--- src/rtl/core/fpc_pkg.sv ---
// ----------------------------------------------------------------------------
// fpc_pkg
// shared types and constants for the framed packet checker
// ----------------------------------------------------------------------------
package fpc_pkg;

    localparam int unsigned BYTE_W  = 8;
    localparam int unsigned COUNT_W = 32;

    // header layout and framing limits
    localparam logic [COUNT_W-1:0] HEADER_BYTES = COUNT_W'(7);
    localparam logic [COUNT_W-1:0] MIN_PACKET   = COUNT_W'(9);
    localparam logic [COUNT_W-1:0] HASH_BYTES   = COUNT_W'(2);
    localparam logic [COUNT_W-1:0] SIZE_FIRST   = COUNT_W'(2);
    localparam logic [COUNT_W-1:0] SIZE_LAST    = COUNT_W'(5);
    localparam logic [COUNT_W-1:0] ID_OFFSET    = COUNT_W'(6);

    typedef enum logic [1:0] {
        STATUS_GOOD    = 2'd0,
        STATUS_SHORT   = 2'd1,
        STATUS_BAD_SUM = 2'd2
    } status_t;

    // first member sits in the top bits, so status ends up lowest
    typedef struct packed {
        logic [COUNT_W-1:0] packet_length;
        logic               id_match;
        logic [BYTE_W-1:0]  packet_id;
        status_t            status;
    } fpc_result_t;

    localparam int unsigned RESULT_W    = $bits(fpc_result_t);
    localparam int unsigned OUT_TDATA_W = ((RESULT_W + 7) / 8) * 8;

endpackage

--- src/rtl/core/fpc_tracker.sv ---
// ----------------------------------------------------------------------------
// fpc_tracker
// per-packet state: byte count, size field, id, fletcher-style sums and tail bytes
// ----------------------------------------------------------------------------
module fpc_tracker
(
    input  logic                          clk,
    input  logic                          rst_n,
    input  logic                          step,
    input  logic [fpc_pkg::BYTE_W-1:0]    rx_byte,
    input  logic [fpc_pkg::BYTE_W-1:0]    expected_pid,
    output logic                          done,
    output fpc_pkg::fpc_result_t          result
);

    logic [fpc_pkg::COUNT_W-1:0] count_reg;
    logic [fpc_pkg::COUNT_W-1:0] count_next;
    logic [fpc_pkg::COUNT_W-1:0] size_reg;
    logic [fpc_pkg::COUNT_W-1:0] size_next;
    logic [fpc_pkg::BYTE_W-1:0]  id_reg;
    logic [fpc_pkg::BYTE_W-1:0]  id_next;
    logic [fpc_pkg::BYTE_W-1:0]  sum_a_reg;
    logic [fpc_pkg::BYTE_W-1:0]  sum_a_next;
    logic [fpc_pkg::BYTE_W-1:0]  sum_b_reg;
    logic [fpc_pkg::BYTE_W-1:0]  sum_b_next;
    logic [fpc_pkg::BYTE_W-1:0]  tail0_reg;
    logic [fpc_pkg::BYTE_W-1:0]  tail1_reg;
    fpc_pkg::status_t            status;

    always_comb
    begin
        size_next  = size_reg;
        id_next    = id_reg;
        sum_a_next = sum_a_reg;
        sum_b_next = sum_b_reg;
        if (count_reg >= fpc_pkg::SIZE_FIRST && count_reg <= fpc_pkg::SIZE_LAST)
        begin
            size_next = {size_reg[fpc_pkg::COUNT_W-fpc_pkg::BYTE_W-1:0], rx_byte};
        end
        if (count_reg == fpc_pkg::ID_OFFSET)
        begin
            id_next = rx_byte;
        end
        // byte leaving the two-deep delay line joins the sums
        if (count_reg >= fpc_pkg::HASH_BYTES)
        begin
            sum_a_next = sum_a_reg + tail0_reg;
            sum_b_next = sum_b_reg + sum_a_next;
        end
        // count saturates at all ones
        count_next = (&count_reg) ? count_reg : count_reg + 1'b1;
        done = (count_next >= fpc_pkg::HEADER_BYTES) && (count_next >= size_next);

        if (count_next < fpc_pkg::MIN_PACKET)
        begin
            status = fpc_pkg::STATUS_SHORT;
        end
        else if (tail1_reg == sum_a_next && rx_byte == sum_b_next)
        begin
            status = fpc_pkg::STATUS_GOOD;
        end
        else
        begin
            status = fpc_pkg::STATUS_BAD_SUM;
        end

        result.status        = status;
        result.packet_id     = id_next;
        result.id_match      = (status == fpc_pkg::STATUS_GOOD) && (id_next == expected_pid);
        result.packet_length = count_next;
    end

    always_ff @(posedge clk or negedge rst_n)
    begin
        if (!rst_n)
        begin
            count_reg <= '0;
            size_reg  <= '0;
            id_reg    <= '0;
            sum_a_reg <= '0;
            sum_b_reg <= '0;
            tail0_reg <= '0;
            tail1_reg <= '0;
        end
        else if (step)
        begin
            if (done)
            begin
                count_reg <= '0;
                size_reg  <= '0;
                id_reg    <= '0;
                sum_a_reg <= '0;
                sum_b_reg <= '0;
                tail0_reg <= '0;
                tail1_reg <= '0;
            end
            else
            begin
                count_reg <= count_next;
                size_reg  <= size_next;
                id_reg    <= id_next;
                sum_a_reg <= sum_a_next;
                sum_b_reg <= sum_b_next;
                tail0_reg <= tail1_reg;
                tail1_reg <= rx_byte;
            end
        end
    end

endmodule

--- src/rtl/core/framed_packet_checker_core.sv ---
// ----------------------------------------------------------------------------
// framed_packet_checker_core
// byte-wise receive check of length-framed packets with a fletcher-style trailer
// ----------------------------------------------------------------------------
//  channel   direction  width  content
//  s_axis    in         8      rx_byte
//  m_axis    out        48     status, packet_id, id_match, packet_length
//  cfg       in         8      expected_pid, written when cfg_we is high
//
//  one byte per cycle while the sink takes results; a result is presented
//  once its last byte has passed the input register, then the result register.
//  the sums and size compare sit in one stage between those two registers.
//  a result held by the sink stops the tracker; the input register still takes
//  one byte if it is empty, then s_axis_tready stays low until the sink takes the result.
//  reset clears the packet state and expected_pid to zero.
// ----------------------------------------------------------------------------
module framed_packet_checker_core
(
    input  logic                                clk,
    input  logic                                rst_n,
    input  logic                                s_axis_tvalid,
    output logic                                s_axis_tready,
    input  logic [fpc_pkg::BYTE_W-1:0]          s_axis_tdata,   // [7:0] rx_byte
    output logic                                m_axis_tvalid,
    input  logic                                m_axis_tready,
    // [1:0] status, [9:2] packet_id, [10] id_match, [42:11] packet_length, rest zero
    output logic [fpc_pkg::OUT_TDATA_W-1:0]     m_axis_tdata,
    input  logic                                cfg_we,
    input  logic [fpc_pkg::BYTE_W-1:0]          cfg_wdata
);

    logic                         in_valid_reg;
    logic [fpc_pkg::BYTE_W-1:0]   in_byte_reg;
    logic                         out_valid_reg;
    fpc_pkg::fpc_result_t         out_result_reg;
    logic [fpc_pkg::BYTE_W-1:0]   pid_reg;
    logic                         out_free;
    logic                         advance;
    logic                         done;
    fpc_pkg::fpc_result_t         result;

    assign out_free      = !out_valid_reg || m_axis_tready;
    assign advance       = in_valid_reg && out_free;
    assign s_axis_tready = !in_valid_reg || advance;

    fpc_tracker u_tracker
    (
        .clk          (clk),
        .rst_n        (rst_n),
        .step         (advance),
        .rx_byte      (in_byte_reg),
        .expected_pid (pid_reg),
        .done         (done),
        .result       (result)
    );

    always_ff @(posedge clk or negedge rst_n)
    begin
        if (!rst_n)
        begin
            in_valid_reg  <= 1'b0;
            out_valid_reg <= 1'b0;
            pid_reg       <= '0;
        end
        else
        begin
            if (s_axis_tready)
            begin
                in_valid_reg <= s_axis_tvalid;
            end
            if (out_free)
            begin
                out_valid_reg <= advance && done;
            end
            if (cfg_we)
            begin
                pid_reg <= cfg_wdata;
            end
        end
    end

    always_ff @(posedge clk)
    begin
        if (s_axis_tvalid && s_axis_tready)
        begin
            in_byte_reg <= s_axis_tdata;
        end
        if (advance && done)
        begin
            out_result_reg <= result;
        end
    end

    assign m_axis_tvalid = out_valid_reg;
    assign m_axis_tdata  = {{(fpc_pkg::OUT_TDATA_W - fpc_pkg::RESULT_W){1'b0}},
                            out_result_reg};

endmodule

--- config.mk ---
export PLATFORM = sky130hd
export DESIGN_NAME = framed_packet_checker_core
export DESIGN_NICKNAME = d
export VERILOG_FILES = /design/src/rtl/core/fpc_pkg.sv /design/src/rtl/core/fpc_tracker.sv /design/src/rtl/core/framed_packet_checker_core.sv
export SDC_FILE = /design/constraint.sdc
export NUM_CORES = 1
export LEC_CHECK = 0
export ABC_CLOCK_PERIOD_IN_PS = 4800
export BUFFER_PORTS_ARGS = -buffer_cell sky130_fd_sc_hd__clkbuf_2
export CAP_MARGIN = 15
export CORE_AREA = 2 2 140 142
export DETAILED_ROUTE_END_ITERATION = 8
export DIE_AREA = 0 0 142 144
export MAX_ROUTING_LAYER = met4
export PLACE_DENSITY_LB_ADDON = 0.3
export SYNTH_ARGS = -nofsm -noshare
export SYNTH_HDL_FRONTEND = slang
export SYNTH_SLANG_ARGS = --single-unit
--- constraint.sdc ---
create_clock -name clk -period 4.8 [get_ports clk]
set_clock_uncertainty 0.2 [all_clocks]
set_input_delay 0.24 -clock clk [delete_from_list [all_inputs] [get_ports clk]]
set_output_delay 0.24 -clock clk [all_outputs]
set_load 0.005 [all_outputs]
# After elaboration in Yosys (flattened, before gate mapping)
# Cells that the tools add are included.
dict set report op_classes {
  n_addsub 3
  n_lt_le_gt_ge 5
  n_eq_ne 4
  mux 14
  n_reduce_logical 13
}
# op n
set ops {}
lappend ops {{two-way mux 32 bit} 4}
lappend ops {{two-way mux 8 bit} 8}
lappend ops {{adder 32 x 1 -> 32 bit (second input constant)} 1}
lappend ops {{== test 32 x 3 -> 1 bit (second input constant)} 1}
lappend ops {{>= comparator 32 x 2 -> 1 bit (second input constant)} 1}
lappend ops {{>= comparator 32 x 3 -> 1 bit (second input constant)} 1}
lappend ops {{>= comparator 32 bit} 1}
lappend ops {{<= comparator 32 x 3 -> 1 bit (second input constant)} 1}
lappend ops {{< comparator 32 x 4 -> 1 bit (second input constant)} 1}
lappend ops {{AND reduction 32 bit} 1}
lappend ops {{== test 8 bit} 3}
lappend ops {{adder 8 bit} 2}
lappend ops {{logical AND 1 bit} 7}
lappend ops {{two-way mux 2 bit} 2}
lappend ops {{zero test 1 bit} 2}
lappend ops {{zero test 2 bit} 1}
lappend ops {{logical OR 1 bit} 2}
dict set report totals {
  register_bits 165
  wordCells 54
}

# Depth between registers and ports, before layout
# Gate-level depths: netlist (run 1).
dict set report depth {
  depth_word 9
  mapped_depth 23
  depth_no_buf 18
}

# Modules after synthesis
# A second synthesis (run 1) with hierarchy kept.
dict set report hier_totals {
  hier_cells 963
  hier_area_um2 9903.2
}
# module n_inst cells_each area_each_um2
set by_module_without_submodules {}
lappend by_module_without_submodules {fpc_tracker 1 879 7902.6}
lappend by_module_without_submodules {framed_packet_checker_core 1 84 2000.7}

# Worst setup path after synthesis (run 1)
# OpenSTA, ideal clock, no wires.
dict set report synth_timing {
  path_type {register to register}
  from {reg u_tracker.count_reg[0] (netlist bit)}
  to {reg out_result_reg (netlist bit m_axis_tdata[0]), enable pin}
  setup_ns 0.384
  arrival_time_ns 4.356
  required_ns 4.216
  setup_slack_ns -0.140
  path_stages_with_launch 20
  path_cell_list {dfrtp_1 > ha_1 > and3_1 > buf_2 > nand3_2 > nor4_4 > clkbuf_1 > clkbuf_1 > nor2_1 > xor2_1 > ha_1 > o2111ai_1 > a31oi_1 > a211oi_1 > o211ai_1 > nand2_1 > a21o_1 > inv_2 > buf_6 > buf_2}
}
# item line_no
set synth_rtl {}
lappend synth_rtl {{from (decl)} fpc_tracker.sv:16} ;# logic [fpc_pkg::COUNT_W-1:0] count_reg;
lappend synth_rtl {{from (signal assigned)} fpc_tracker.sv:99} ;# count_reg <= count_next;
lappend synth_rtl {{to (signal assigned)} framed_packet_checker_core.sv:90} ;# out_result_reg <= result;
lappend synth_rtl {{to (decl)} framed_packet_checker_core.sv:35} ;# fpc_pkg::fpc_result_t out_result_reg;

# Final worst setup path (run 1)
dict set report layout_timing {
  from {reg u_tracker.count_reg[19] (netlist bit)}
  to {reg u_tracker.count_reg[28] (netlist bit)}
}
dict set report layout_via {
  elab_chain_cells 6
}
# item line_no
set layout_rtl {}
lappend layout_rtl {{>= comparator 32 x 2 -> 1 bit / <= comparator 32 x 3 -> 1 bit (equally long branches)} fpc_tracker.sv:36} ;# if (count_reg >= fpc_pkg::SIZE_FIRST && count_reg <= fpc_pkg::SIZE_LAST)
lappend layout_rtl {{logical AND 1 bit} fpc_tracker.sv:36}
lappend layout_rtl {{two-way mux 32 bit} fpc_tracker.sv:36}
lappend layout_rtl {{>= comparator 32 bit} fpc_tracker.sv:52} ;# done = (count_next >= fpc_pkg::HEADER_BYTES) && (count_next >= size_next);
lappend layout_rtl {{logical AND 1 bit} fpc_tracker.sv:52}
lappend layout_rtl {{two-way mux 32 bit (*)} fpc_tracker.sv:87} ;# if (done)
# Mark *: on every way between the ends. The rest lies on a longest branch, timed or not.
# A chain may end at the register's enable or synchronous reset.

==> reports/qor.yml, run 1 <==
io_pins: 71
power.density_mw_per_mm2: 563
hold_start: "cfg_we"
leakage_nw: 4.89
status: "complete, no violations"
die_w_um: 142
multiInputGateArea_mm2: 0.00509
worst_setup_path_start_kind: "flip-flop"
whs_ns: 0.0220
ir_drop_mv: 0.423
r2r_slack_ns: 0.33
via_per_inst: 5.88
hold_violations: 0
htreeDepth: 4
arrival_ns: 4.60
r2r-start: "u_tracker.count_reg[19]$_DFFE_PN0P_"
cts.sinks: 165
avgSynthCellArea_um2: 9.86
layout-drive-gt1-share_pct: 16.9
p_total_mw: 6.42
nets: 1143
die_h_um: 144
drtAntennaViolNets: 0
top_usage_layer: "met2"
nFillCells: 1581
cts_root_buf: "clkbuf_16"
required_ns: 4.93
die-area_mm2: 0.0204
numCtsBuffers: 17
cp_max_fo: 41
mostFrequentLayoutCells: "111 x nor2_1, 103 x dfrtp_1, 101 x nand2_1, 64 x clkbuf_2, 54 x a21oi_1"
grt_start_max_net_pins: 62
largest_reg_flops: 43
antenna_found_initial: 0
grt-ovfl-total: 0
yosysWarnings: 0
port_buffers: 65
cts_tree: "done"
clk_pin_slew_ns: 0.07
grt_pass1_vias: 7383
core.rowCount: 51
n_antenna_cell: 0
max_cap_viol_count: 0
yosysUniqueCellTypes: 67
crit_start: "u_tracker.count_reg[19]$_DFFE_PN0P_"
grtUsageMet3_pct: 4.83
reg2reg_to: "u_tracker.count_reg[28]$_DFFE_PN0P_"
yosysSeqAreaShare_pct: 44.7
slew_violations: 0
coreArea_mm2: 0.0191
synth_cells: 994
ys_ff_latch: 165
synth_ff_type: "dfrtp_1"
crit_path_end_kind: "flip-flop"
fmaxAchievable_mhz: 224
holdPathStages: 2
clock_latency_ns: 0.44
async_reset_ff_share_pct: 69.1
wl_per_cell_um: 19.2
dr.pass1.iters: 8
hold_class: "input port to flip-flop"
syn2layout_area_growth_pct: 16.3
drt_wl_total_um: 25400
gp_congestion: 0.943
path_class: "flip-flop to flip-flop"
cts.path.max_buffers: 2
hold_end: "pid_reg[5]$_DFFE_PN0P_"
period_needed_ns: 4.47
dpl.hpwl_um: 17900
synth_edf_count: 51
met1_usage_pct: 34.2
floorplan.initialDensity_pct: 51.4
relSlewSlack_pct: 32.1
regArea_mm2: 0.00440
grt_usage_pct: 26.0
netlist_area_mm2: 0.00981
use_met2_pct: 39.7
drcViolationCount: 0
final_common_cell: "nor2_1"
setup_violations: 0
period_share_pct: 93.2
dr.first_iter.drc_count: 815
grt_pass1_wl_um: 39600
reg2reg_depth: 17
vias: 7769
worstMarginPinSlew_ns: 1.01
## area by class of cell
type,instances,area share (%)
Clock inverter,14,1.96
Timing Repair Buffer,121,7.62
Clock buffer,18,3.76
Multi-Input combinational cell,740,44.6
Tap cell,238,2.61
Sequential cell,165,38.6
Inverter,25,0.845
## per-stage QoR
| stage | setup WS (ns) | util [%] | cell area (µm²) | instances | setup TNS, ns |
|---|---|---|---|---|---|
| finish | 0.327 | 59.7 | 11400 | 1321 | 0 |
| global route | -0.00959 | 59.7 | 11400 | 1321 | -0.00959 |
| CTS | 0.112 | 59.3 | 11300 | 1319 | 0 |
| detailed placement | 0.135 | 54.9 | 10500 | 1267 | 0 |
| global placement | 0.321 | 54.9 | 10500 | 1267 | 0 |
| floorplan | 0.105 | - | 9820 | 998 | 0 |
## kinds of logic (layout without fill, tap and decap cells)
| kind of cell | Yosys count | after routing | share of synthesized area (%) |
|---|---|---|---|
| compound gates | 178 | 178 | 12.5 |
| other cells | 1 | 5 | 0.0382 |
| fa+ha+maj | 52 | 52 | 6.79 |
| simple gates | 355 | 355 | 17.3 |
| xor+xnor | 94 | 94 | 8.68 |
| mux | 56 | 56 | 5.83 |
| buf+inv | 93 | 178 | 4.15 |
| flops | 165 | 165 | 44.7 |
## power by group
group / total, mW / leakage [nW] / switching, mW / internal [mW]
combinational: 2.88 / 2.83 / 1.60 / 1.28
sequential: 2.01 / 1.74 / 0.262 / 1.74
clock: 1.54 / 0.315 / 0.606 / 0.932
total: 6.42 / 4.89 / 2.47 / 3.96
## per-layer routing
layer  part of all wire, %  wire length [µm]
met5                     0                 0
met1                    44             11200
met2                    48             12100
met4                   3.0               766
met3                   5.1              1290
## synthesized netlist by cell type, drive strengths merged, types with 4 or more instances
cell | n | share of area [%]
nor3b | 4 | 0.31
ha | 50 | 6.4
nor2b | 6 | 0.38
and4 | 5 | 0.45
mux2 | 9 | 1.0
nor3 | 23 | 1.2
edfxtp | 51 | 16
nand2 | 101 | 3.9
dfrtp | 114 | 29
nor2 | 112 | 4.3
inv | 25 | 0.96
a21o | 17 | 1.3
and2 | 5 | 0.32
nand2b | 6 | 0.38
and3 | 14 | 0.89
a31oi | 6 | 0.38
clkbuf | 41 | 1.6
nor4 | 16 | 1.2
xnor2 | 45 | 4.0
nand3 | 25 | 1.3
o21ai | 20 | 1.0
mux2i | 47 | 4.8
nand4 | 23 | 1.5
buf | 27 | 1.6
a21oi | 54 | 2.8
or2 | 4 | 0.26
xor2 | 47 | 4.2
a211oi | 47 | 4.2
o21a | 7 | 0.54
## repair_timing
item,4_1_cts,5_1_grt
endpoints found under the setup margin,0,145
hold buffers,20,0
resized for setup,0,22
setup buffers,0,2
endpoints found under the hold margin,50,0
## worst max-delay path, cell delays in order, from the launching register on
cell	delay, ns
dfrtp_1	0.45
nor4_1	0.35
nand4_1	0.25
nor4_2	0.31
buf_4	0.21
buf_4	0.30
mux2i_1	0.28
ha_1	0.27
a21o_1	0.15
a21o_1	0.17
a21o_1	0.18
a211oi_1	0.23
o211ai_1	0.18
nand2_1	0.11
a21o_1	0.15
inv_4	0.09
buf_12	0.19
a311oi_1	0.26
## how the worst max path moves through the flow
| stage | to | slack (ns) | cells past startpoint |
|---|---|---|---|
| 4_1_cts | u_tracker.count_reg[28]$_DFFE_PN0P_ | 0.11 | 18 |
| 6_report | u_tracker.count_reg[28]$_DFFE_PN0P_ | 0.33 | 17 |
| 3_5_place_dp | u_tracker.count_reg[28]$_DFFE_PN0P_ | 0.13 | 18 |
| 2_1_floorplan | m_axis_tdata[0]$_DFFE_PP_ | 0.11 | 21 |
| 5_1_grt | u_tracker.count_reg[28]$_DFFE_PN0P_ | -0.01 | 18 |
| 3_3_place_gp | u_tracker.count_reg[28]$_DFFE_PN0P_ | 0.32 | 17 |
Note: power is estimated with default switching activity, not from simulation.
==> inputs of run 2 (changes only) <==
- MAX_ROUTING_LAYER: met4 -> not set
- SKIP_CTS_REPAIR_TIMING: not set -> 1
==> reports/qor.yml, run 2 (same netlist as run 1, synthesis figures left out) <==
max_cap_viol_count: 0  # unchanged
setup_violations: 0  # unchanged
crit_path_end_kind: "flip-flop"
cts.path.max_buffers: 2  # unchanged
path_class: "flip-flop to flip-flop"
floorplan.initialDensity_pct: 51.4  # unchanged
slew_violations: 0  # unchanged
cp_max_fo: 21  # -49%
gp_congestion: 0.954  # +1.2%
syn2layout_area_growth_pct: 16.6
port_buffers: 65  # unchanged
worst_setup_path_start_kind: "flip-flop"
drtAntennaViolNets: 0  # unchanged
holdPathStages: 2  # unchanged
hold_class: "input port to flip-flop"
ir_drop_mv: 0.497  # +17%
grt_pass1_vias: 7137  # -3.3%
grt-ovfl-total: 0  # unchanged
period_share_pct: 94.1  # +0.93 points
clk_pin_slew_ns: 0.07  # about the same
wl_per_cell_um: 19.0  # -1.3%
r2r_slack_ns: 0.28  # -0.04 ns
coreArea_mm2: 0.0191  # unchanged
fin_area_mm2: 0.0114  # +0.32%
top_usage_layer: "met2"
hold_violations: 0  # unchanged
reg2reg_to: "u_tracker.sum_b_reg[1]$_DFFE_PN0P_"
fmaxAchievable_mhz: 221  # -0.98%
use_met2_pct: 38.4  # -1.3 points
largest_reg_flops: 43  # unchanged
final_common_cell: "nor2_1"
dpl.hpwl_um: 17800  # -0.52%
clock_latency_ns: 0.44  # about the same
n_antenna_cell: 0  # unchanged
arrival_ns: 4.65  # +0.05 ns
relSlewSlack_pct: 30.9  # -1.2 points
met1_usage_pct: 34.5  # +0.32 points
period_needed_ns: 4.52  # +0.0445 ns
drt_wl_total_um: 25400  # about the same
tns_ns: 0  # unchanged
io_pins: 71  # unchanged
placedInstanceArea_mm2: 0.0106  # +0.88%
vias: 7820  # +0.66%
grt_usage_pct: 24.7  # -1.2 points
power.density_mw_per_mm2: 549  # -2.5%
die_w_um: 142  # unchanged
antenna_found_initial: 0  # unchanged
core.rowCount: 51  # unchanged
cts_root_buf: "clkbuf_16"
hold_end: "pid_reg[2]$_DFFE_PN0P_"
layout-drive-gt1-share_pct: 17.3  # +0.38 points
hold_start: "cfg_we"
drcViolationCount: 0  # unchanged
utilization_pct: 59.9  # +0.19 points
dr.pass1.iters: 7  # -1
r2r-start: "u_tracker.count_reg[29]$_DFFE_PN0P_"
grtUsageMet3_pct: 5.03  # +0.20 points
cts_tree: "done"
via_per_inst: 5.84  # -0.62%
numCtsBuffers: 17  # unchanged
leakage_nw: 4.93  # +0.69%
die_h_um: 144  # unchanged
grt_start_max_net_pins: 72  # +16%
die-area_mm2: 0.0204  # unchanged
status: "complete, no violations"
mostFrequentLayoutCells: "111 x nor2_1, 107 x dfrtp_1, 101 x nand2_1, 64 x clkbuf_2, 54 x a21oi_1"
dr.first_iter.drc_count: 649  # -20%
required_ns: 4.93  # about the same
nets: 1160  # +1.5%
reg2reg_depth: 19  # +2
htreeDepth: 4  # unchanged
cts.sinks: 165  # unchanged
grt_pass1_wl_um: 39000  # -1.4%
worstMarginPinSlew_ns: 1.03  # +0.0214 ns
==> run 2: cell types whose count changed in the layout (fill, tap and decap cells not counted), moves of 4 or more <==
cell / previous run / this run
clkinvlp_4: 2 / 6
dfrtp_2: 11 / 7
bufinv_16: 5 / 1
buf_4: 30 / 46
dfrtp_1: 103 / 107
==> run 2: worst max-delay path, stage by stage (launching register included) <==
cell	delay, ns
dfrtp_2	0.49
nor4_2	0.32
nand4_1	0.13
buf_4	0.18
nor4_4	0.32
buf_6	0.20
buf_12	0.18
mux2i_2	0.25
ha_1	0.27
a21o_1	0.18
a21o_1	0.17
a21oi_1	0.19
nand2_1	0.09
a211oi_2	0.18
o211ai_1	0.18
nand2_1	0.10
a21o_1	0.15
inv_4	0.12
buf_4	0.23
a211oi_1	0.23
==> run 2: per-layer routing <==
| metal | vias up | part of all wire [%] |
|---|---|---|
| li1 | 3718 | - |
| met1 | 3785 | 44 |
| met2 | 276 | 47 |
| met3 | 41 | 6.6 |
| met4 | 0 | 2.5 |
| met5 | - | 0 |
==> run 2: layout make-up <==
| cell class | instances | area (µm²) |
|---|---|---|
| multi-input cells | 740 | 5070 |
| fillers | 1593 | 7640 |
| inverters | 25 | 96.3 |
| repair buffers | 138 | 1020 |
| flip-flops and latches | 165 | 4390 |
| well taps | 238 | 298 |
| clock inverters | 13 | 125 |
| clock buffers | 19 | 433 |
==> run 2: power by group <==
group	switching, mW	internal, mW	total [mW]
combinational	1.60	1.37	2.97
sequential	0.254	1.74	2.00
clock	0.597	0.720	1.32
==> run 2: stage by stage <==
stage / setup WS [ns] / cells / hold slack (ns) / power (mW)
3_3_place_gp: 0.313 / 1276 / 0.220 / 4.77
4_1_cts: 0.0430 / 1308 / -0.232 / 6.17
5_1_grt: -0.0301 / 1338 / 0.0401 / 6.71
3_5_place_dp: 0.0739 / 1276 / 0.219 / 4.84
6_report: 0.282 / 1338 / 0.0192 / 6.28
2_1_floorplan: 0.105 / 998 / -0.256 / 4.15
==> run 2: worst max path at each step <==
stage / cells after the start / endpoint / startpoint
global route: 16 / m_axis_tdata[10]$_DFFE_PP_ / u_tracker.sum_a_reg[0]$_DFFE_PN0P_
finish: 19 / u_tracker.sum_b_reg[1]$_DFFE_PN0P_ / u_tracker.count_reg[29]$_DFFE_PN0P_
global placement: 18 / u_tracker.sum_a_reg[2]$_DFFE_PN0P_ / u_tracker.count_reg[29]$_DFFE_PN0P_
detailed placement: 18 / u_tracker.size_reg[20]$_DFFE_PN0P_ / u_tracker.count_reg[29]$_DFFE_PN0P_
CTS: 18 / u_tracker.sum_b_reg[1]$_DFFE_PN0P_ / u_tracker.count_reg[29]$_DFFE_PN0P_
floorplan: 21 / m_axis_tdata[0]$_DFFE_PP_ / u_tracker.count_reg[0]$_DFFE_PN0P_
